## src/sv/camera_point_projection_assert.svh

```systemverilog
// Assertion macros for the camera point projection block.
`ifndef CAMERA_POINT_PROJECTION_ASSERT_SVH
`define CAMERA_POINT_PROJECTION_ASSERT_SVH

// Same-cycle implication, checked out of reset.
`define CPP_ASSERT_IMPL(lbl, ante, cons) \
  lbl: assert property (@(posedge clk_i) disable iff (!rst_ni) (ante) |-> (cons)) \
    else $error("camera_point_projection: same-cycle check failed");

// Next-cycle implication, checked out of reset.
`define CPP_ASSERT_NEXT(lbl, ante, cons) \
  lbl: assert property (@(posedge clk_i) disable iff (!rst_ni) (ante) |=> (cons)) \
    else $error("camera_point_projection: next-cycle check failed");

`endif

```

## src/sv/cpp_pkg.sv

```systemverilog
// Shared types and constants of the camera point projection block.
`timescale 1ns / 1ps
`default_nettype none

package cpp_pkg;

  localparam int CMP_W         = 20;             // vector component width
  localparam int VEC_W         = 3 * CMP_W;      // packed x,y,z vector
  localparam int OUT_W         = 32;             // screen coordinate width
  localparam int QB_W          = OUT_W + 1;      // quotient bits resolved by the divider
  localparam int LIMB_W        = 24;             // multiplier limb width
  localparam int MUL_LAT       = 4;              // cpp_mul latency
  localparam int DIV_LAT       = QB_W + 2;       // cpp_div latency
  localparam int SENTINEL_VALUE = -10000;
  localparam int CFG_IDX_W     = 3;

  typedef enum logic [CFG_IDX_W-1:0] {
    CFG_LOCATION = 3'd0,
    CFG_NORMAL   = 3'd1,
    CFG_X_AXIS   = 3'd2,
    CFG_Y_AXIS   = 3'd3,
    CFG_FOCAL    = 3'd4
  } cpp_cfg_e;

  typedef struct packed {
    logic signed [CMP_W-1:0] point_x;
    logic signed [CMP_W-1:0] point_y;
    logic signed [CMP_W-1:0] point_z;
  } cpp_point_t;

  typedef struct packed {
    logic signed [OUT_W-1:0] screen_x;
    logic signed [OUT_W-1:0] screen_y;
    logic                    rejected;
  } cpp_screen_t;

endpackage

`default_nettype wire

```

## src/sv/cpp_div.sv

```systemverilog
// Pipelined restoring divider with floor rounding and signed saturation.
`timescale 1ns / 1ps
`default_nettype none

module cpp_div #(
  parameter int NW = 16,
  parameter int DW = 8
) (
  input  wire logic                     clk_i,
  input  wire logic                     en_i,
  input  wire logic [NW-1:0]            mag_i,
  input  wire logic [DW-1:0]            div_i,
  input  wire logic                     neg_i,
  output logic signed [cpp_pkg::OUT_W-1:0] quot_o
);
  import cpp_pkg::*;

  localparam int XW = (NW > DW + QB_W) ? NW : DW + QB_W;
  localparam logic [QB_W:0]    NEG_LIM = (QB_W+1)'(1) << (OUT_W - 1);
  localparam logic [OUT_W-1:0] SAT_MAX = {1'b0, {(OUT_W-1){1'b1}}};
  localparam logic [OUT_W-1:0] SAT_MIN = {1'b1, {(OUT_W-1){1'b0}}};

  logic [XW-1:0]   rem_q [QB_W+1];
  logic [QB_W-1:0] q_q   [QB_W+1];
  logic [DW-1:0]   dv_q  [QB_W+1];
  logic            ng_q  [QB_W+1];
  logic            ov_q  [QB_W+1];
  logic [QB_W:0]   qq;
  logic [OUT_W-1:0] quot_d;
  logic [OUT_W-1:0] quot_q;

  // entry: quotient beyond QB_W bits always saturates
  always_ff @(posedge clk_i) begin
    if (en_i) begin
      rem_q[0] <= XW'(mag_i);
      q_q[0]   <= '0;
      dv_q[0]  <= div_i;
      ng_q[0]  <= neg_i;
      ov_q[0]  <= XW'(mag_i) >= (XW'(div_i) << QB_W);
    end
  end

  for (genvar k = 0; k < QB_W; k++) begin : g_step
    logic [XW:0] trial;
    assign trial = {1'b0, rem_q[k]} - ({1'b0, XW'(dv_q[k])} << (QB_W - 1 - k));
    always_ff @(posedge clk_i) begin
      if (en_i) begin
        rem_q[k+1] <= trial[XW] ? rem_q[k] : trial[XW-1:0];
        q_q[k+1]   <= {q_q[k][QB_W-2:0], ~trial[XW]};
        dv_q[k+1]  <= dv_q[k];
        ng_q[k+1]  <= ng_q[k];
        ov_q[k+1]  <= ov_q[k];
      end
    end
  end

  // negative: magnitude rounds up when anything was dropped
  always_comb begin
    qq = (QB_W+1)'(q_q[QB_W]) + (QB_W+1)'(rem_q[QB_W] != '0);
    if (!ng_q[QB_W]) begin
      if (ov_q[QB_W] || (q_q[QB_W][QB_W-1:OUT_W-1] != '0)) quot_d = SAT_MAX;
      else quot_d = q_q[QB_W][OUT_W-1:0];
    end else begin
      if (ov_q[QB_W] || (qq > NEG_LIM)) quot_d = SAT_MIN;
      else quot_d = '0 - qq[OUT_W-1:0];
    end
  end

  always_ff @(posedge clk_i) begin
    if (en_i) begin
      quot_q <= quot_d;
    end
  end

  assign quot_o = $signed(quot_q);

endmodule

`default_nettype wire

```

## config.mk

```make
export PLATFORM = sky130hd
export DESIGN_NAME = cpp_div
export DESIGN_NICKNAME = d
export VERILOG_FILES = /design/src/sv/camera_point_projection_assert.svh /design/src/sv/cpp_pkg.sv /design/src/sv/cpp_div.sv
export SDC_FILE = /design/constraint.sdc
export NUM_CORES = 2
export LEC_CHECK = 0
export ABC_AREA = 0
export BUFFER_PORTS_ARGS = -buffer_cell sky130_fd_sc_hd__buf_2
export CAP_MARGIN = 20
export CORE_UTILIZATION = 40
export CTS_BUF_LIST = sky130_fd_sc_hd__clkbuf_8
export DETAILED_ROUTE_END_ITERATION = 8
export GPL_ROUTABILITY_DRIVEN = 0
export GPL_TIMING_DRIVEN = 1
export RECOVER_POWER = 50
export SETUP_SLACK_MARGIN = 0.05
export SLEW_MARGIN = 0
export SYNTH_ARGS = -nofsm -noshare
export SYNTH_HDL_FRONTEND = slang
export SYNTH_SLANG_ARGS = --single-unit
```

## constraint.sdc

```tcl
create_clock -name clk_i -period 4.1 [get_ports clk_i]
set_input_delay 0.82 -clock clk_i [delete_from_list [all_inputs] [get_ports clk_i]]
set_output_delay 0.82 -clock clk_i [all_outputs]
set_load 0.01 [all_outputs]
```

# Word-level counts from Yosys, hierarchy flattened
# Memory sizes are Yosys's and may differ from the RTL's.
# Index checks and enable logic that the tools add are counted.
[word_totals]
word_cells = 118
ram_bits = 2856
regBits = 32
in_bits = 27
memories = 5
[memory_table]
columns = ["memory", "words", "word_bits", "rd", "rd_ports_with_merged_regs", "wr", "line", "rtl"]
rows = [
  ["rem_q", 34, 41, 34, 0, 34, "cpp_div.sv:23", "logic [XW-1:0] rem_q [QB_W+1];"],
  ["q_q", 34, 33, 34, 0, 34, "cpp_div.sv:24", "logic [QB_W-1:0] q_q [QB_W+1];"],
  ["dv_q", 34, 8, 33, 0, 34, "cpp_div.sv:25", "logic [DW-1:0] dv_q [QB_W+1];"],
  ["ng_q", 34, 1, 34, 0, 34, "cpp_div.sv:26", "logic ng_q [QB_W+1];"],
  ["ov_q", 34, 1, 34, 0, 34, "cpp_div.sv:27", "logic ov_q [QB_W+1];"],
]
[classes]
bitwise_logic = 33
n_mux = 38
magnitude_cmp = 2
n_reduce_logical = 4
add_sub_neg = 35
[op_table]
columns = ["cell", "count"]
rows = [
  ["41-bit two-way mux", 33],
  ["32-bit two-way mux", 3],
  ["41-bit by 10-bit subtractor with 42-bit output", 1],
  ["41-bit by 11-bit subtractor with 42-bit output", 1],
  ["41-bit by 12-bit subtractor with 42-bit output", 1],
  ["41-bit by 13-bit subtractor with 42-bit output", 1],
  ["41-bit by 14-bit subtractor with 42-bit output", 1],
  ["41-bit by 15-bit subtractor with 42-bit output", 1],
  ["41-bit by 16-bit subtractor with 42-bit output", 1],
  ["41-bit by 17-bit subtractor with 42-bit output", 1],
  ["41-bit by 18-bit subtractor with 42-bit output", 1],
  ["41-bit by 19-bit subtractor with 42-bit output", 1],
  ["41-bit by 20-bit subtractor with 42-bit output", 1],
  ["41-bit by 21-bit subtractor with 42-bit output", 1],
  ["41-bit by 22-bit subtractor with 42-bit output", 1],
  ["41-bit by 23-bit subtractor with 42-bit output", 1],
  ["41-bit by 24-bit subtractor with 42-bit output", 1],
  ["41-bit by 25-bit subtractor with 42-bit output", 1],
  ["41-bit by 26-bit subtractor with 42-bit output", 1],
  ["41-bit by 27-bit subtractor with 42-bit output", 1],
  ["41-bit by 28-bit subtractor with 42-bit output", 1],
  ["41-bit by 29-bit subtractor with 42-bit output", 1],
  ["41-bit by 30-bit subtractor with 42-bit output", 1],
  ["41-bit by 31-bit subtractor with 42-bit output", 1],
  ["other kinds (20)", 54],
]

# Logic depth before layout (Yosys ltp)
[logic_depth]
depth_word = 6
depth_mapped = 18
mapped_depth_nobuf = 17

# Least setup slack after synthesis
# Ideal clock, no wire load.
[synth_path]
kind = "register to register"
start = "memory rem_q[33][1] in the netlist's numbering"
end = "register quot_q[26] (netlist: quot_o[26]), data pin"
arrival_time_ps = 3893
setup_time_ps = 258
n_path_buf = 0
stages_incl_launch_ff = 18
t_required_ps = 3842
slack_ps = -51
cell_sequence = "edfxtp_1 nor4_1 nand4_1 nor2_1 nand4_1 ha_1 ha_1 inv_1 ha_1 or4b_2 o31ai_1 o21ai_1 a21o_1 or3_1 nor3_1 mux2i_1 nand3b_1 nor3b_1"
[synth_lines]
columns = ["element", "line", "rtl"]
rows = [
  ["start: declaration", "cpp_div.sv:23", ""],
  ["end signal: assignment", "cpp_div.sv:71", "quot_q <= quot_d;"],
  ["end: declaration", "cpp_div.sv:30", "logic [OUT_W-1:0] quot_q;"],
]

==> results.tsv <==
metric	value	unit
status	complete, but fails checks	
failing checks	capacitance limit, slew limit, setup timing	
Num CTS Buffers	376	
Max Root-Sink Buffers	4	
worst-path cell chain	nor4_4 > buf_4 > nand4_1 > nor2_2 > nand4_1 > ha_2 > ha_4 > buf_6 > and4_4 > or4_4 > a221oi_2 > buf_4 > or3b_4 > nor4_4 > xor2_1 > a21oi_1 > a2bb2oi_1	
share of the synthesized area in the top cell type	70.7	%
Syn Area/Cell	14.3	um^2
worst vdd ir	0.344	mV
EDFF count, synth	2158	
Die Area	231000	um^2
Synth area leader	edfxtp_1	
post-route ant nets	0	
Routed WL	152000	um
synth top area cells	edfxtp_1 (71%), ha_1 (3.3%), xor2_1 (3.3%)	
grt total ovfl	0	
H-tree depth	5	
fin worst setup slack	-260	ps
Root Driver	clkbuf_8	
period utilization	106	%
WL met3	6040	um
Residual DRC	0	
Post-Layout Cell Count	10300	
Max FO, Critical Path	4	
worst path arrival time	5070	ps
final worst path period need	4360	ps
Slew HR	-78.8	%
nets	7304	
Hold Path Class	reg2reg	
largest net degree at the start of global routing	147	
Setup crit start kind	flip-flop	
via count	50800	
first-pass GRT wire length	252000	um
RR Startpoint	rem_q[33][4]	
IO Count	59	
Placement Rows	175	
Bufs and invs on worst path	3	
reg2reg setup slack	-260	ps
design area	104000	um^2
Sink Count	2158	
HP Start	q_q[30][0]	
Crit Reg-Reg Endpoint	quot_o[29]	
Vias/cell	4.94	
Pre-Repair DR Iteration Count	7	
worst hold stages	0	
CTS tree	done	
critical path start-end classification	reg2reg	
Met2 Wirelength	77400	um
wire per inst	14.8	um
unrepaired setup endpoints after global routing	yes	
CP max-delay cell	or4_4	
post-synth cell types	98	
MaxCap Viol Count	3	
area post-placement	97100	um^2
area grow syn2layout	13.8	%
post-route setup TNS	-4180	ps
hold worst-path end	q_q[31][1]	
cells after synthesis	6432	
Final setup viols	32	
critical path depth	17	
Max Clock Freq	229	MHz
worst-margin pin slew	2680	ps
dpl hpwl	101000	um
Power Total	51.3	mW
initial antenna violation count	4	
later-pin clock latency in the skew report	1030	ps
post-synthesis cell area	91700	um^2
share of cells above drive strength 1	12.0	%
Die H	481	um
fin. max-slew vios	195	
vias in the first global route	52200	
CP required	4810	ps
Max Used Layer	met4	
clk_skew	73.4	ps
Starting Density	40.3	%
Yosys warning count	0	
Clock Pin Slew Worst Setup and Hold Paths	60	ps
Async SR Flop Fraction	0	%
GRT Total Usage	13.2	%
CP max stage delay	430	ps
Die W	481	um
Synth Register Bits	2158	
Worst setup EP type	flip-flop	
routed metal-1 wirelength	63200	um
top-count cell post-synth	edfxtp_1	
R2R depth	17	
final hold violations	0	
top cells by instance count after synthesis	edfxtp_1 (2,158), inv_1 (510), nor2_1 (390), nand2_1 (370), xor2_1 (346)	
CP delay by family, top	simple AND/OR/NAND/NOR gates	
sequential fraction of the synthesis area	70.7	%
CORE AREA	227000	um^2
PwrDens	492	nW/um^2
Main synth FF type	edfxtp_1	
FILL cells	19900	
Post-Place Cells	9583	
Leak	37.6	nW
number of port buffers	58	
final hold slack	365	ps
drt initial violations	2635	
-- cells in the final DEF (no fill, tap or decap), types with 16 or more instances in the layout --
cell,n
edfxtp_1,2158
inv_1,632
nor2_1,387
clkbuf_8,384
nand2_1,367
xor2_1,345
o21ai_0,299
xnor2_1,243
ha_1,241
a21oi_1,209
nor3_1,209
nor4_1,164
buf_4,150
nand3_1,126
or3_1,114
nand2b_1,110
or4_1,92
nor2b_1,89
clkinv_1,88
o31ai_1,77
buf_2,52
a21boi_0,50
o21a_1,40
mux2_2,37
and3_1,35
a21o_1,33
fa_1,32
or2_2,27
clkinv_2,27
nand4_1,26
dlygate4sd3_1,25
nand3b_1,21
and2_1,19
clkbuf_2,19
buf_12,17
mux2i_1,16
clkbuf_1,16
-- per-stage QoR --
step	setup WS, ps	utilization (%)
3_3_place_gp	-982	42.7
6_report	-260	45.9
3_5_place_dp	-994	42.7
5_1_grt	-459	45.8
4_1_cts	-333	45.9
2_1_floorplan	55.1	-
-- registers in the layout (all words and copies together), names as in the netlist --
signal and cells:
ng_q 34, dv_q 264, ov_q 34, q_q 561
rem_q 1233, quot_o 32
-- where the power goes --
part | internal [mW] | total [mW] | switching, mW | leakage, nW
registers | 26.9 | 28.2 | 1.28 | 20.7
logic | 2.50 | 5.86 | 3.36 | 13.1
clock network | 9.05 | 17.2 | 8.19 | 3.78
-- worst max-delay path by stage --
stage	from	end	slack (ps)
6_report	rem_q[33][4]	quot_o[29]	-260
5_1_grt	rem_q[33][4]	quot_o[21]	-460
3_3_place_gp	rem_q[33][3]	quot_o[21]	-980
2_1_floorplan	rem_q[33][1]	quot_o[26]	60
3_5_place_dp	rem_q[33][3]	quot_o[21]	-990
4_1_cts	rem_q[33][4]	quot_o[29]	-330
-- what timing repair did --
action / CTS / global route
resized for setup: 87 / 24
endpoints found under the setup margin: 32 / 33
gates cloned: 1 / 0
pin swaps: 40 / 15
hold buffers: 25 / 0
setup buffers: 18 / 5
hold endpoints to repair: 25 / 0
-- routing by layer --
| metal | vias up | track usage [%] |
|---|---|---|
| met1 | 24400 | 15.0 |
| met4 | 0 | 6.40 |
| met5 | - | 0 |
| met3 | 465 | 2.73 |
| met2 | 936 | 23.6 |
| li1 | 25000 | - |
-- cells by family (layout without fill, tap and decap cells) --
kind of cell             Yosys count  count (layout)  share of synthesized area [%]
multiplexers                      55              55                          0.656
XOR/XNOR                         591             591                           5.65
adder cells (fa/ha/maj)          276             276                           4.03
buffers and inverters            620            1448                           2.60
flip-flops                      2158            2158                           70.7
other                              1              13                        0.00409
AND/OR/NAND/NOR                 1892            1892                           10.8
AO/OA/AOI/OAI                    839             839                           5.55
-- layout make-up --
type                    count  area [um^2]  area share [%]
diodes                      9         22.5          0.0216
clock buffers             384         5290            5.07
clock inverters           256         1220            1.17
inverters                 511         1920            1.84
multi-input cells        3657        25000            23.9
flip-flops and latches   2158        64800            62.1
well taps                3009         3760            3.61
repair buffers            297         2320            2.23
(Power assumes the default switching activity.)
