### src/sv/camera_point_projection_assert.svh
// Assertion macros for the camera point projection block.
`ifndef CAMERA_POINT_PROJECTION_ASSERT_SVH
`define CAMERA_POINT_PROJECTION_ASSERT_SVH

// Same-cycle implication, checked out of reset.
`define CPP_ASSERT_IMPL(lbl, ante, cons) \
  lbl: assert property (@(posedge clk_i) disable iff (!rst_ni) (ante) |-> (cons)) \
    else $error("camera_point_projection: same-cycle check failed");

// Next-cycle implication, checked out of reset.
`define CPP_ASSERT_NEXT(lbl, ante, cons) \
  lbl: assert property (@(posedge clk_i) disable iff (!rst_ni) (ante) |=> (cons)) \
    else $error("camera_point_projection: next-cycle check failed");

`endif

### src/sv/cpp_pkg.sv
// Shared types and constants of the camera point projection block.
`timescale 1ns / 1ps
`default_nettype none

package cpp_pkg;

  localparam int CMP_W         = 20;             // vector component width
  localparam int VEC_W         = 3 * CMP_W;      // packed x,y,z vector
  localparam int OUT_W         = 32;             // screen coordinate width
  localparam int QB_W          = OUT_W + 1;      // quotient bits resolved by the divider
  localparam int LIMB_W        = 24;             // multiplier limb width
  localparam int MUL_LAT       = 4;              // cpp_mul latency
  localparam int DIV_LAT       = QB_W + 2;       // cpp_div latency
  localparam int SENTINEL_VALUE = -10000;
  localparam int CFG_IDX_W     = 3;

  typedef enum logic [CFG_IDX_W-1:0] {
    CFG_LOCATION = 3'd0,
    CFG_NORMAL   = 3'd1,
    CFG_X_AXIS   = 3'd2,
    CFG_Y_AXIS   = 3'd3,
    CFG_FOCAL    = 3'd4
  } cpp_cfg_e;

  typedef struct packed {
    logic signed [CMP_W-1:0] point_x;
    logic signed [CMP_W-1:0] point_y;
    logic signed [CMP_W-1:0] point_z;
  } cpp_point_t;

  typedef struct packed {
    logic signed [OUT_W-1:0] screen_x;
    logic signed [OUT_W-1:0] screen_y;
    logic                    rejected;
  } cpp_screen_t;

endpackage

`default_nettype wire

### src/sv/cpp_mul.sv
// Pipelined signed multiplier built from narrow limb products.
`timescale 1ns / 1ps
`default_nettype none

module cpp_mul #(
  parameter int AW = 8,
  parameter int BW = 8
) (
  input  wire logic                 clk_i,
  input  wire logic                 en_i,
  input  wire logic signed [AW-1:0] a_i,
  input  wire logic signed [BW-1:0] b_i,
  output logic signed [AW+BW-1:0]   p_o
);
  import cpp_pkg::*;

  localparam int NA = (AW + LIMB_W - 1) / LIMB_W;
  localparam int NB = (BW + LIMB_W - 1) / LIMB_W;
  localparam int PW = AW + BW;

  logic [AW-1:0]        amag;
  logic [BW-1:0]        bmag;
  logic [NA*LIMB_W-1:0] am_q;
  logic [NB*LIMB_W-1:0] bm_q;
  logic                 ng1_q, ng2_q, ng3_q;
  logic [2*LIMB_W-1:0]  pp_q [NA*NB];
  logic [PW-1:0]        sum_d, sum_q;
  logic signed [PW-1:0] p_q;

  assign amag = a_i[AW-1] ? AW'(-a_i) : AW'(a_i);
  assign bmag = b_i[BW-1] ? BW'(-b_i) : BW'(b_i);

  // shift-add of the limb products
  always_comb begin
    sum_d = '0;
    for (int i = 0; i < NA; i++) begin
      for (int j = 0; j < NB; j++) begin
        sum_d = sum_d + (PW'(pp_q[i*NB+j]) << (LIMB_W * (i + j)));
      end
    end
  end

  always_ff @(posedge clk_i) begin
    if (en_i) begin
      am_q  <= (NA*LIMB_W)'(amag);
      bm_q  <= (NB*LIMB_W)'(bmag);
      ng1_q <= a_i[AW-1] ^ b_i[BW-1];
      for (int i = 0; i < NA; i++) begin
        for (int j = 0; j < NB; j++) begin
          pp_q[i*NB+j] <= am_q[i*LIMB_W +: LIMB_W] * bm_q[j*LIMB_W +: LIMB_W];
        end
      end
      ng2_q <= ng1_q;
      sum_q <= sum_d;
      ng3_q <= ng2_q;
      p_q   <= ng3_q ? -$signed(sum_q) : $signed(sum_q);
    end
  end

  assign p_o = p_q;

endmodule

`default_nettype wire

### config.mk
export PLATFORM = sky130hd
export DESIGN_NAME = cpp_mul
export DESIGN_NICKNAME = d
export VERILOG_FILES = /design/src/sv/camera_point_projection_assert.svh /design/src/sv/cpp_pkg.sv /design/src/sv/cpp_mul.sv
export SDC_FILE = /design/constraint.sdc
export NUM_CORES = 1
export LEC_CHECK = 0
export BUFFER_PORTS_ARGS = -buffer_cell sky130_fd_sc_hd__buf_2
export CORE_MARGIN = 3
export CORE_UTILIZATION = 50
export CTS_CLUSTER_SIZE = 40
export DETAILED_ROUTE_END_ITERATION = 6
export HOLD_SLACK_MARGIN = 0.15
export PLACE_DENSITY = 0.68
export SYNTH_ARGS = -nofsm -noshare
export SYNTH_HDL_FRONTEND = slang
export SYNTH_SLANG_ARGS = --single-unit
### constraint.sdc
create_clock -name clk_i -period 6.3 [get_ports clk_i]
set_input_delay 1.26 -clock clk_i [delete_from_list [all_inputs] [get_ports clk_i]]
set_output_delay 1.26 -clock clk_i [all_outputs]
set_load 0.005 [all_outputs]
=== Word level (Yosys, flattened, before mapping) ===
Memories as Yosys holds them, arrays and structs flattened. A register that Yosys moved wholly into a read port is not among the register bits.
Index checks and enable logic that the tools add are counted.

* Logic and storage cells: 19
* Memories kept: 1
* Input bits: 18
* Output and inout port bits: 16
* Bits in writable memories: 16
* Bits in registers: 35

{| class="wikitable"
|+ Memory list
! name !! words !! width !! rd ports !! clocked after memory_dff !! write ports !! RTL line !! RTL
|-
| pp_q || 1 || 16 || 1 || 1 || 1 || cpp_mul.sv:26 || <nowiki>logic [2*LIMB_W-1:0] pp_q [NA*NB];</nowiki>
|}

* Multipliers: 1
* Add/sub/neg operators: 3
* Bitwise operators: 1
* Mux-type cells: 5

{| class="wikitable"
|+ Operators by type and width
! cell !! number
|-
| multiplier 8 x 8 -> 16 bit || 1
|-
| two-way mux 16 bit || 1
|-
| negator 16 bit || 1
|-
| negator 8 bit || 2
|-
| two-way mux 7 bit || 2
|-
| two-way mux 1 bit || 2
|-
| XOR 1 bit || 1
|}

=== Longest topological paths before layout ===
Gate-level depths: netlist (run 1).

* Depth in word-level cells: 2
* Depth in mapped cells: 15
* Gate-level depth less buffers: 15

=== Worst setup path after synthesis (run 1) ===
OpenSTA, ideal clock, no wires.

* Path kind: register to register
* From: reg am_q[1]
* To: mem pp_q[0][13] (netlist bit), data pin
* Buffers on the path: 0
* Clock period less this slack: 4.193 ns
* Arrival: 3.929 ns
* Required time: 6.036 ns
* Setup slack: 2.107 ns
* Setup time: 0.264 ns
* Cell stages (with the launch flop): 14
* Path through: edfxtp_1 > and2_1 > fa_1 > fa_1 > fa_1 > inv_1 > fa_1 > inv_1 > ha_1 > o211ai_1 > a21oi_1 > o41ai_2 > o21ai_1 > xor2_1

* Word-level cells in the longest chain between the ends: 1

{| class="wikitable"
|+ RTL lines
! element !! RTL line !! RTL
|-
| start, declared || cpp_mul.sv:23 || <nowiki>logic [NA*LIMB_W-1:0] am_q;</nowiki>
|-
| start signal, assigned || cpp_mul.sv:45 || <nowiki>am_q <= (NA*LIMB_W)'(amag);</nowiki>
|-
| multiplier 8 x 8 -> 16 bit || cpp_mul.sv:50 || <nowiki>pp_q[i*NB+j] <= am_q[i*LIMB_W +: LIMB_W] * bm_q[j*LIMB_W +: LIMB_W];</nowiki>
|-
| end, declared || cpp_mul.sv:26 ||
|}

No other way between the ends.

=== Final worst setup path (run 1) ===
* From: reg bm_q[4]
* To: mem pp_q[0][13] (netlist bit), data pin

* Word-level cells in the longest chain between the ends: 1

{| class="wikitable"
|+ RTL lines
! element !! RTL line !! RTL
|-
| start, declared || cpp_mul.sv:24 || <nowiki>logic [NB*LIMB_W-1:0] bm_q;</nowiki>
|-
| start signal, assigned || cpp_mul.sv:46 || <nowiki>bm_q <= (NB*LIMB_W)'(bmag);</nowiki>
|-
| multiplier 8 x 8 -> 16 bit || cpp_mul.sv:50 ||
|}

No other way between the ends.

==> impl_metrics.ini, run 1 <==
[status]
outcome = finished clean

[global_route]
grt_max_degree = 68
overflow = 0
grt_pass1_wl_mm = 12.9
first_global_vias = 2978
antenna_found_initial = 0
grt_usage = 0.157

[worst_setup_path]
worst-setup-path-type = reg -> reg
arrival_ns = 4.55
cp_max_fo = 8
r2r-end = pp_q[0][13]$_DFFE_PP_
reg2regPathDepth = 13
endpoint = pp_q[0][13]$_DFFE_PP_
crit_required_ns = 6.40
r2r_start = bm_q[4]$_DFFE_PP_
r2r_slack_ns = 1.85
cp-start-kind = register
startpoint = bm_q[4]$_DFFE_PP_
end_kind = register

[floorplanning]
coreArea_sq_mm = 0.00898
rows = 34
fp.dieH_microns = 103
die_area_sq_mm = 0.0107
fp.dieW_microns = 103
initial_core_util = 0.529
ioPinCount = 34

[logic_synthesis]
ys.flop_type = edfxtp_1
syn-instance-count = 401
synth_top_area_frac = 0.424
netlist_area_sq_mm = 0.00475
ys_seq_area_frac = 0.424
ys_types = 44
synth_edf_count = 67
async_reset_ff_frac = 0
synth_area_leader_cell = edfxtp_1
ys.warnings.count = 0
syn_nets = 494
ys_ff_latch = 67
yosys-top-cells-area = edfxtp_1 42%, fa_1 15%, ha_1 10%
synth.avg_cell_area_sq_um = 11.8

[clocking]
clock_latency_ns = 0.35
post_cts_buffers = 0
hold_buffers = 0
numClockSinks = 67
htree_levels = 3
cts_buffers = 9
cts_tree = built
clk_pin_slew_ns = 0.08
clockBufferDepth = 2
root_buffer = clkbuf_8
cts.repair.resized = 0

[power]
p_leak_uw = 0.00226
vdd_drop_max_v = 0.000146
powerDensity_mw_per_mm2 = 399

[cells_and_area]
fillCellCount = 734
mostFrequentLayoutCell = edfxtp_1
design_area_sq_mm = 0.00523
antennaDiodeCount = 0
drive_gt1_frac = 0.126
final_cell_mix = 67 x edfxtp_1, 59 x inv_1, 49 x and2_1
area_growth_pct = 10.2
fin_nets = 534

[run]
max_cap_viol_count = 0

[placement]
place_area_sq_mm = 0.00506
placement.io_buffers = 33
gp_congestion = 0.911
post-dp-hpwl_mm = 5.63

[sta]
rsz0062_at_grt = false
setup_viol_count_final = 0
min_period_ns = 4.45
hold_ws_ns = 0.417
fmax_ghz = 0.225
tightest_slew_ns = 0.827
relSlewSlack = 0.449
clock_skew_ns = 0.00867
tns_ns = 0
post-route-period-util = 0.707
slew_viol_final = 0
hold_viol = 0

[detailed_routing]
drtPass1Iterations = 5
wirelength_mm = 7.37
drtIter0Drc = 63
drc = 0
vias_per_cell = 5.02
ant_nets = 0
wl_per_cell_microns = 12.9
vias = 2869

[worst_hold_path]
hold_start = pp_q[0][8]$_DFFE_PP_
hp-class = reg -> reg
-- cells in the mapped netlist (2+ instances only) --
cell	n
inv_1	59
nand2b_1	8
a21oi_1	9
and2_1	49
nor4b_1	2
o31ai_1	3
nor2_1	12
edfxtp_1	67
ha_1	39
clkbuf_1	5
xnor2_1	28
xor2_1	7
o211ai_1	3
nand2_1	27
o21ai_0	11
fa_1	36
or3_1	4
a21boi_0	2
nor3_1	2
o21a_1	3
a21o_1	2
-- power breakdown --
group          switching [uW]  internal (uW)  total, uW  leakage (uW)
sequential               62.0            673        735      0.000658
clock                     174            143        317     0.0000822
combinational             562            473       1030       0.00152
total                     798           1290       2090       0.00226
-- final cells by class --
type                    instances  area (sq um)  area share
multi-input cells             270          2490       0.477
flip-flops and latches         67          2010       0.385
inverters                      59           221      0.0424
repair buffers                 34           173      0.0330
well taps                     126           158      0.0302
clock buffers                  10           128      0.0244
clock inverters                 6          42.5     0.00814
-- worst max-delay path, stage by stage, from the launching register on --
cell and delay, ns:
edfxtp_1 0.50, and2_1 0.23, fa_1 0.46, fa_1 0.54, inv_1 0.05, fa_1 0.46, fa_1 0.54, inv_1 0.04
ha_1 0.36, o211ai_1 0.20, a21oi_1 0.08, o41ai_2 0.44, o21ai_1 0.15, xor2_1 0.16
-- routing by layer --
layer  GRT usage  vias to the layer above  routed length, microns
li1            -                     1430                       -
met1       0.183                     1358                    3260
met2       0.277                       64                    3670
met3      0.0315                       17                     261
met4      0.0727                        0                     177
met5           0                        -                       0
-- state kept, by name, indices dropped and copies added, names as in the netlist --
name / flops
ng1_q: 1
ng2_q: 1
pp_q: 16
am_q: 8
p_o: 16
ng3_q: 1
bm_q: 8
sum_q: 16
-- worst min-delay path by stage --
stage,slack [ns],end,cells after the start
after floorplan,0.40,ng2_q$_DFFE_PP_,0
after global placement,0.40,sum_q[10]$_DFFE_PP_,0
after detailed placement,0.41,sum_q[3]$_DFFE_PP_,0
after CTS,0.42,sum_q[8]$_DFFE_PP_,0
after global routing,0.43,sum_q[11]$_DFFE_PP_,0
final,0.42,sum_q[8]$_DFFE_PP_,0
-- cell families (layout without fill, tap and decap cells) --
family | Yosys count | count (layout) | share of synthesized area
AO/OA/AOI/OAI | 48 | 48 | 0.0749
XOR/XNOR | 35 | 35 | 0.0646
adder cells (fa/ha/maj) | 75 | 75 | 0.255
buffers and inverters | 64 | 109 | 0.0506
flip-flops | 67 | 67 | 0.424
multiplexers | 2 | 2 | 0.00448
AND/OR/NAND/NOR | 110 | 110 | 0.127
-- through the flow --
stage / instances / util / power (uW) / setup slack, ns
after global placement: 556 / 0.563 / 1750 / 1.91
after CTS: 572 / 0.582 / 2110 / 1.84
after floorplan: 401 / - / 1560 / 2.11
after detailed placement: 556 / 0.563 / 1780 / 1.85
after global routing: 572 / 0.582 / 2300 / 1.56
final: 572 / 0.582 / 2090 / 1.85
(Power assumes the default switching activity.)
==> inputs of run 2 (changes only) <==
ABC_AREA = 1   (was unset)
PLACE_DENSITY = 0.7   (was 0.68)
clock period = 4.01 ns   (was 6.3 ns; I/O delays follow)
==> run 2 against run 1 <==
  * Die area rose by 9.2%
  * Clock power rose by 83%
  * Highest routed layer unchanged
  * Final area rose by 16%
  * Critical path type unchanged
  * Critical endpoint is now pp_q[0][14]$_DFFE_PP_
==> impl_metrics.ini, run 2 <==
[status]
outcome = finished clean

[power]
intPower_uw = 2400
power_uw = 4110
switching_share = 0.416
p_clk_frac = 0.141
vdd_drop_max_v = 0.000470
powerDensity_mw_per_mm2 = 674
power.switching_uw = 1710
seqPwrFrac = 0.279
combPwrFrac = 0.580
p_leak_uw = 0.00327

[worst_setup_path]
startpoint = bm_q[4]$_DFFE_PP_
arrival_ns = 3.97
r2r-end = pp_q[0][14]$_DFFE_PP_
cp_max_fo = 7
r2r_start = bm_q[4]$_DFFE_PP_
cp-start-kind = register
endpoint = pp_q[0][14]$_DFFE_PP_
worst-setup-path-type = reg -> reg
end_kind = register
r2r_slack_ns = 0.15
crit_required_ns = 4.12
reg2regPathDepth = 15

[detailed_routing]
drtPass1Iterations = 4
ant_nets = 0
drtIter0Drc = 99
wl_met3_microns = 319
vias_per_cell = 4.63
vias = 3677
highest_layer = met4
wirelength_mm = 9.10
drc = 0
wl_met1_mm = 3.72
wl_per_cell_microns = 11.4
routed-wl-met2_mm = 4.85

[clocking]
htree_levels = 3
cts_buffers = 9
root_buffer = clkbuf_8
cts_tree = built
clock_latency_ns = 0.36
clockBufferDepth = 2
numClockSinks = 67
clk_pin_slew_ns = 0.08
hold_buffers = 0

[sta]
hold_ws_ns = 0.421
hold_viol = 0
finalWorstSetupSlack_ns = 0.150
setup_viol_count_final = 0
tightest_slew_ns = 0.939
min_period_ns = 3.86
slew_viol_final = 0
clock_skew_ns = 0.0137
fmax_ghz = 0.259
post-route-period-util = 0.963
relSlewSlack = 0.374

[logic_synthesis]
syn-instance-count = 599
ys.warnings.count = 0
synth_top_area_frac = 0.386
ys_types = 25
syn_nets = 692
synthMostInstantiatedCell = nand2_1
ys_seq_area_frac = 0.386
yosys-top-cells-area = edfxtp_1 39%, fa_1 14%, nand2_1 13%
async_reset_ff_frac = 0
synth_area_leader_cell = edfxtp_1
ys_top_cells_by_count = 175 x nand2_1, 158 x inv_1, 67 x edfxtp_1
ys.flop_type = edfxtp_1
synth.avg_cell_area_sq_um = 8.70
synth_edf_count = 67
ys_ff_latch = 67
netlist_area_sq_mm = 0.00521

[floorplanning]
coreArea_sq_mm = 0.00995
fp.dieW_microns = 108
die_area_sq_mm = 0.0117
rows = 36
ioPinCount = 34
fp.dieH_microns = 108
initial_core_util = 0.523

[global_route]
first_global_vias = 3843
grt_max_degree = 43
antenna_found_initial = 0
grt_pass1_wl_mm = 16.2
grt_usage = 0.176
overflow = 0

[placement]
gp_congestion = 0.893
dpl_worst_slack_ns = -0.0523
placement.io_buffers = 33
post-dp-hpwl_mm = 6.93
place_area_sq_mm = 0.00555

[cells_and_area]
area_growth_pct = 16.9
mostFrequentLayoutCell = nand2_1
design_area_sq_mm = 0.00609
drive_gt1_frac = 0.208
final_cell_mix = 160 x nand2_1, 149 x inv_1, 67 x edfxtp_1
fin_nets = 750
antennaDiodeCount = 0

[run]
max_cap_viol_count = 0

[worst_hold_path]
hold_start = ng1_q$_DFFE_PP_
hp-class = reg -> reg
==> run 2: worst max-delay path, cell delays in order, from the launching register on <==
cell	delay, ns
edfxtp_1	0.51
buf_4	0.19
nand2_1	0.06
inv_1	0.05
fa_1	0.46
fa_1	0.51
fa_1	0.49
inv_1	0.05
fa_1	0.49
inv_2	0.05
ha_4	0.29
nand2_2	0.08
nor2_2	0.12
nand3_1	0.11
nand4_1	0.10
nand2_1	0.06
==> run 2: how the worst min path moves through the flow <==
| stage | to | slack (ns) | depth (start not counted) |
|---|---|---|---|
| floorplan | ng2_q$_DFFE_PP_ | 0.40 | 0 |
| global placement | sum_q[14]$_DFFE_PP_ | 0.40 | 0 |
| detailed placement | sum_q[10]$_DFFE_PP_ | 0.41 | 0 |
| CTS | ng2_q$_DFFE_PP_ | 0.42 | 0 |
| global route | ng2_q$_DFFE_PP_ | 0.44 | 0 |
| finish | ng2_q$_DFFE_PP_ | 0.42 | 0 |
==> run 2: logic make-up after synthesis <==
family / Yosys count / share of synthesized area
AOI/OAI and AO/OA: 12 / 0.0151
buffers and inverters: 177 / 0.129
adders and majority gates: 75 / 0.232
xor gates and xnor gates: 27 / 0.0454
DFF: 67 / 0.386
and+or+nand+nor: 241 / 0.192
==> run 2: cell type report <==
| class | count | area, sq um |
|---|---|---|
| Multi-Input combinational cell | 355 | 2690 |
| Clock buffer | 9 | 124 |
| Inverter | 158 | 593 |
| Sequential cell | 67 | 2010 |
| Fill cell | 833 | 3870 |
| Timing Repair Buffer | 66 | 428 |
| Clock inverter | 7 | 76.3 |
| Tap cell | 133 | 166 |
==> run 2: power groups by stage <==
stage                     registers (uW)  logic, uW  clock network, uW
final                               1140       2380                580
after global routing                1170       2760                621
after CTS                           1150       1900                596
after detailed placement            1170       1800                  0
after global placement              1160       1760                  0
after floorplan                     1120       1450                  0
==> run 2: layer usage <==
| layer | global-route usage | vias up |
|---|---|---|
| met5 | 0 | - |
| met1 | 0.193 | 1696 |
| li1 | - | 1903 |
| met2 | 0.331 | 59 |
| met4 | 0.0676 | 0 |
| met3 | 0.0364 | 19 |
==> run 2: metrics by stage <==
stage | setup TNS [ns] | instances | utilization
5_1_grt | -0.0838 | 795 | 0.612
3_3_place_gp | -0.00826 | 758 | 0.558
3_5_place_dp | -0.219 | 758 | 0.558
2_1_floorplan | 0 | 599 | -
6_report | 0 | 795 | 0.612
4_1_cts | 0 | 777 | 0.582
==> run 2: repair_timing <==
item / CTS / global route
resized for setup: 2 / 45
buffers inserted: 3 / 18
endpoints found under the setup margin: 6 / 9
pin swaps: 0 / 34
==> inputs of run 3 (changes only) <==
CELL_PAD_IN_SITES_DETAIL_PLACEMENT = 1   (was unset)
CELL_PAD_IN_SITES_GLOBAL_PLACEMENT = 1   (was unset)
CORE_UTILIZATION = 43   (was 50)
PLACE_DENSITY = unset   (was 0.7)
PLACE_DENSITY_LB_ADDON = 0.1   (was unset)
==> run 3 against run 2 <==
  * Via count is 5.5% higher
  * Final area grew 5.3%
  * Global-route usage is 0.97 points higher
  * Sequential cell count stayed put
  * Wire length is 33% higher
  * Sequential share of layout area fell by 1.7 points
  * Non-clock buffer count is 7 higher
  * Largest power group unchanged
  * Register-to-register slack worse by 0.08 ns
  * Fmax fell by 2.0%
==> impl_metrics.ini, run 3 (synthesis gave the netlist of run 2 again) <==
[status]
outcome = finished clean

[sta]
slew_viol_final = 0
relSlewSlack = 0.429
setup_viol_count_final = 0
hold_ws_ns = 0.420
rsz0062_at_grt = true
fmax_ghz = 0.254
post-route-period-util = 0.983
tightest_slew_ns = 0.856
min_period_ns = 3.94
clock_skew_ns = 0.0113
hold_viol = 0

[floorplanning]
initial_core_util = 0.449
ioPinCount = 34
fp.dieW_microns = 116
die_area_sq_mm = 0.0135
coreArea_sq_mm = 0.0116
rows = 39
fp.dieH_microns = 116

[worst_setup_path]
crit_required_ns = 4.10
arrival_ns = 4.03
cp-start-kind = register
end_kind = register
critical_path.cell_chain = nand2_1, fa_1, fa_1, inv_2, fa_1, inv_1, fa_1, inv_2, ha_4, nand2_2, nand2_2, inv_2, nand2_1, nand2_2, nand3_2, nand2_2, nand2_1
cp_max_fo = 6
cpPeakStageDelay_ns = 0.55
slowest_stage = fa_1
worst-setup-path-type = reg -> reg

[detailed_routing]
vias = 3878
drc = 0
wl_per_cell_microns = 14.9
drtIter0Drc = 137
ant_nets = 0
vias_per_cell = 4.78
wirelength_mm = 12.1
drtPass1Iterations = 4

[placement]
placement.io_buffers = 33
gp_congestion = 0.851
place_area_sq_mm = 0.00557
place_inst = 769
post-dp-hpwl_mm = 8.82

[cells_and_area]
fillCellCount = 1357
area_growth_pct = 23.1
antennaDiodeCount = 0
fin_cells = 812
mostFrequentLayoutCell = nand2_1
design_area_sq_mm = 0.00641
fin_nets = 757
final_cell_mix = 148 x nand2_1, 143 x inv_1, 67 x edfxtp_1
drive_gt1_frac = 0.254
utilization = 0.552

[global_route]
first_global_vias = 4288
grt_pass1_wl_mm = 19.4
antenna_found_initial = 0
grt_max_degree = 68
overflow = 0
grt_usage = 0.186

[power]
powerDensity_mw_per_mm2 = 777
p_clk_frac = 0.167
switching_share = 0.430
p_leak_uw = 0.00342
combPwrFrac = 0.601
vdd_drop_max_v = 0.000404
seqPwrFrac = 0.231
power.switching_uw = 2140
intPower_uw = 2840

[clocking]
clock_latency_ns = 0.34
clockBufferDepth = 2
htree_levels = 3
numClockSinks = 67
root_buffer = clkbuf_16
cts_buffers = 9
cts_tree = built
clk_pin_slew_ns = 0.06

[worst_hold_path]
hp-class = reg -> reg

[run]
max_cap_viol_count = 0
[run 3: final cells by class]
cell class,count,area (sq um),share of cell area
timing repair buffer,73,484,0.0755
clock inverter,5,77.6,0.0121
tap,143,179,0.0279
clock buffer,11,233,0.0363
multi-input combinational,355,2830,0.441
sequential,67,2010,0.314
inverter,158,598,0.0933
[run 3: worst max-delay path: cells and delay by family (launching register included)]
kind / cells / cell delay, ns
adder cells (fa/ha/maj): 5 / 2.31
buffers and inverters: 4 / 0.22
flip-flops: 1 / 0.50
AND/OR/NAND/NOR: 8 / 0.67
[run 3: path summary, 6_finish.rpt]
path                                      startpoint                    end  slack, ns  cells past startpoint
worst max-delay path               bm_q[4]$_DFFE_PP_  pp_q[0][12]$_DFFE_PP_       0.07                     17
worst min-delay path            pp_q[0][9]$_DFFE_PP_     sum_q[9]$_DFFE_PP_       0.42                      0
worst max register to register     bm_q[4]$_DFFE_PP_  pp_q[0][12]$_DFFE_PP_       0.07                     17
worst min register to register  pp_q[0][9]$_DFFE_PP_     sum_q[9]$_DFFE_PP_       0.42                      0
[run 3: power by group through the flow]
stage | combinational [uW] | sequential [uW] | clock, uW
after floorplan | 1450 | 1120 | 0
after global placement | 1830 | 1160 | 0
after detailed placement | 1960 | 1170 | 0
after CTS | 2200 | 1150 | 842
after global routing | 3320 | 1170 | 878
final | 2990 | 1150 | 834
[run 3: what timing repair did]
item | in CTS | in global routing
setup endpoints to repair | 7 | 8
buffers inserted | 14 | 13
hold buffers | 0 | 0
pin swaps | 6 | 44
resized for setup | 10 | 80
endpoints found under the hold margin | 0 | 0
[run 3: per-layer routing]
layer / vias up / track usage / wire, microns
met5: - / 0 / 0
met1: 1886 / 0.198 / 4780
li1: 1915 / - / -
met4: 0 / 0.0719 / 324
met2: 52 / 0.359 / 6690
met3: 25 / 0.0329 / 293
[run 3: per-stage QoR]
stage	power, uW	setup TNS, ns	setup slack [ns]
2_1_floorplan	2570	0	0.119
6_report	4980	0	0.0697
3_3_place_gp	3000	-0.0342	-0.0282
5_1_grt	5370	-0.420	-0.102
4_1_cts	4200	0	0.00301
3_5_place_dp	3130	-0.898	-0.198
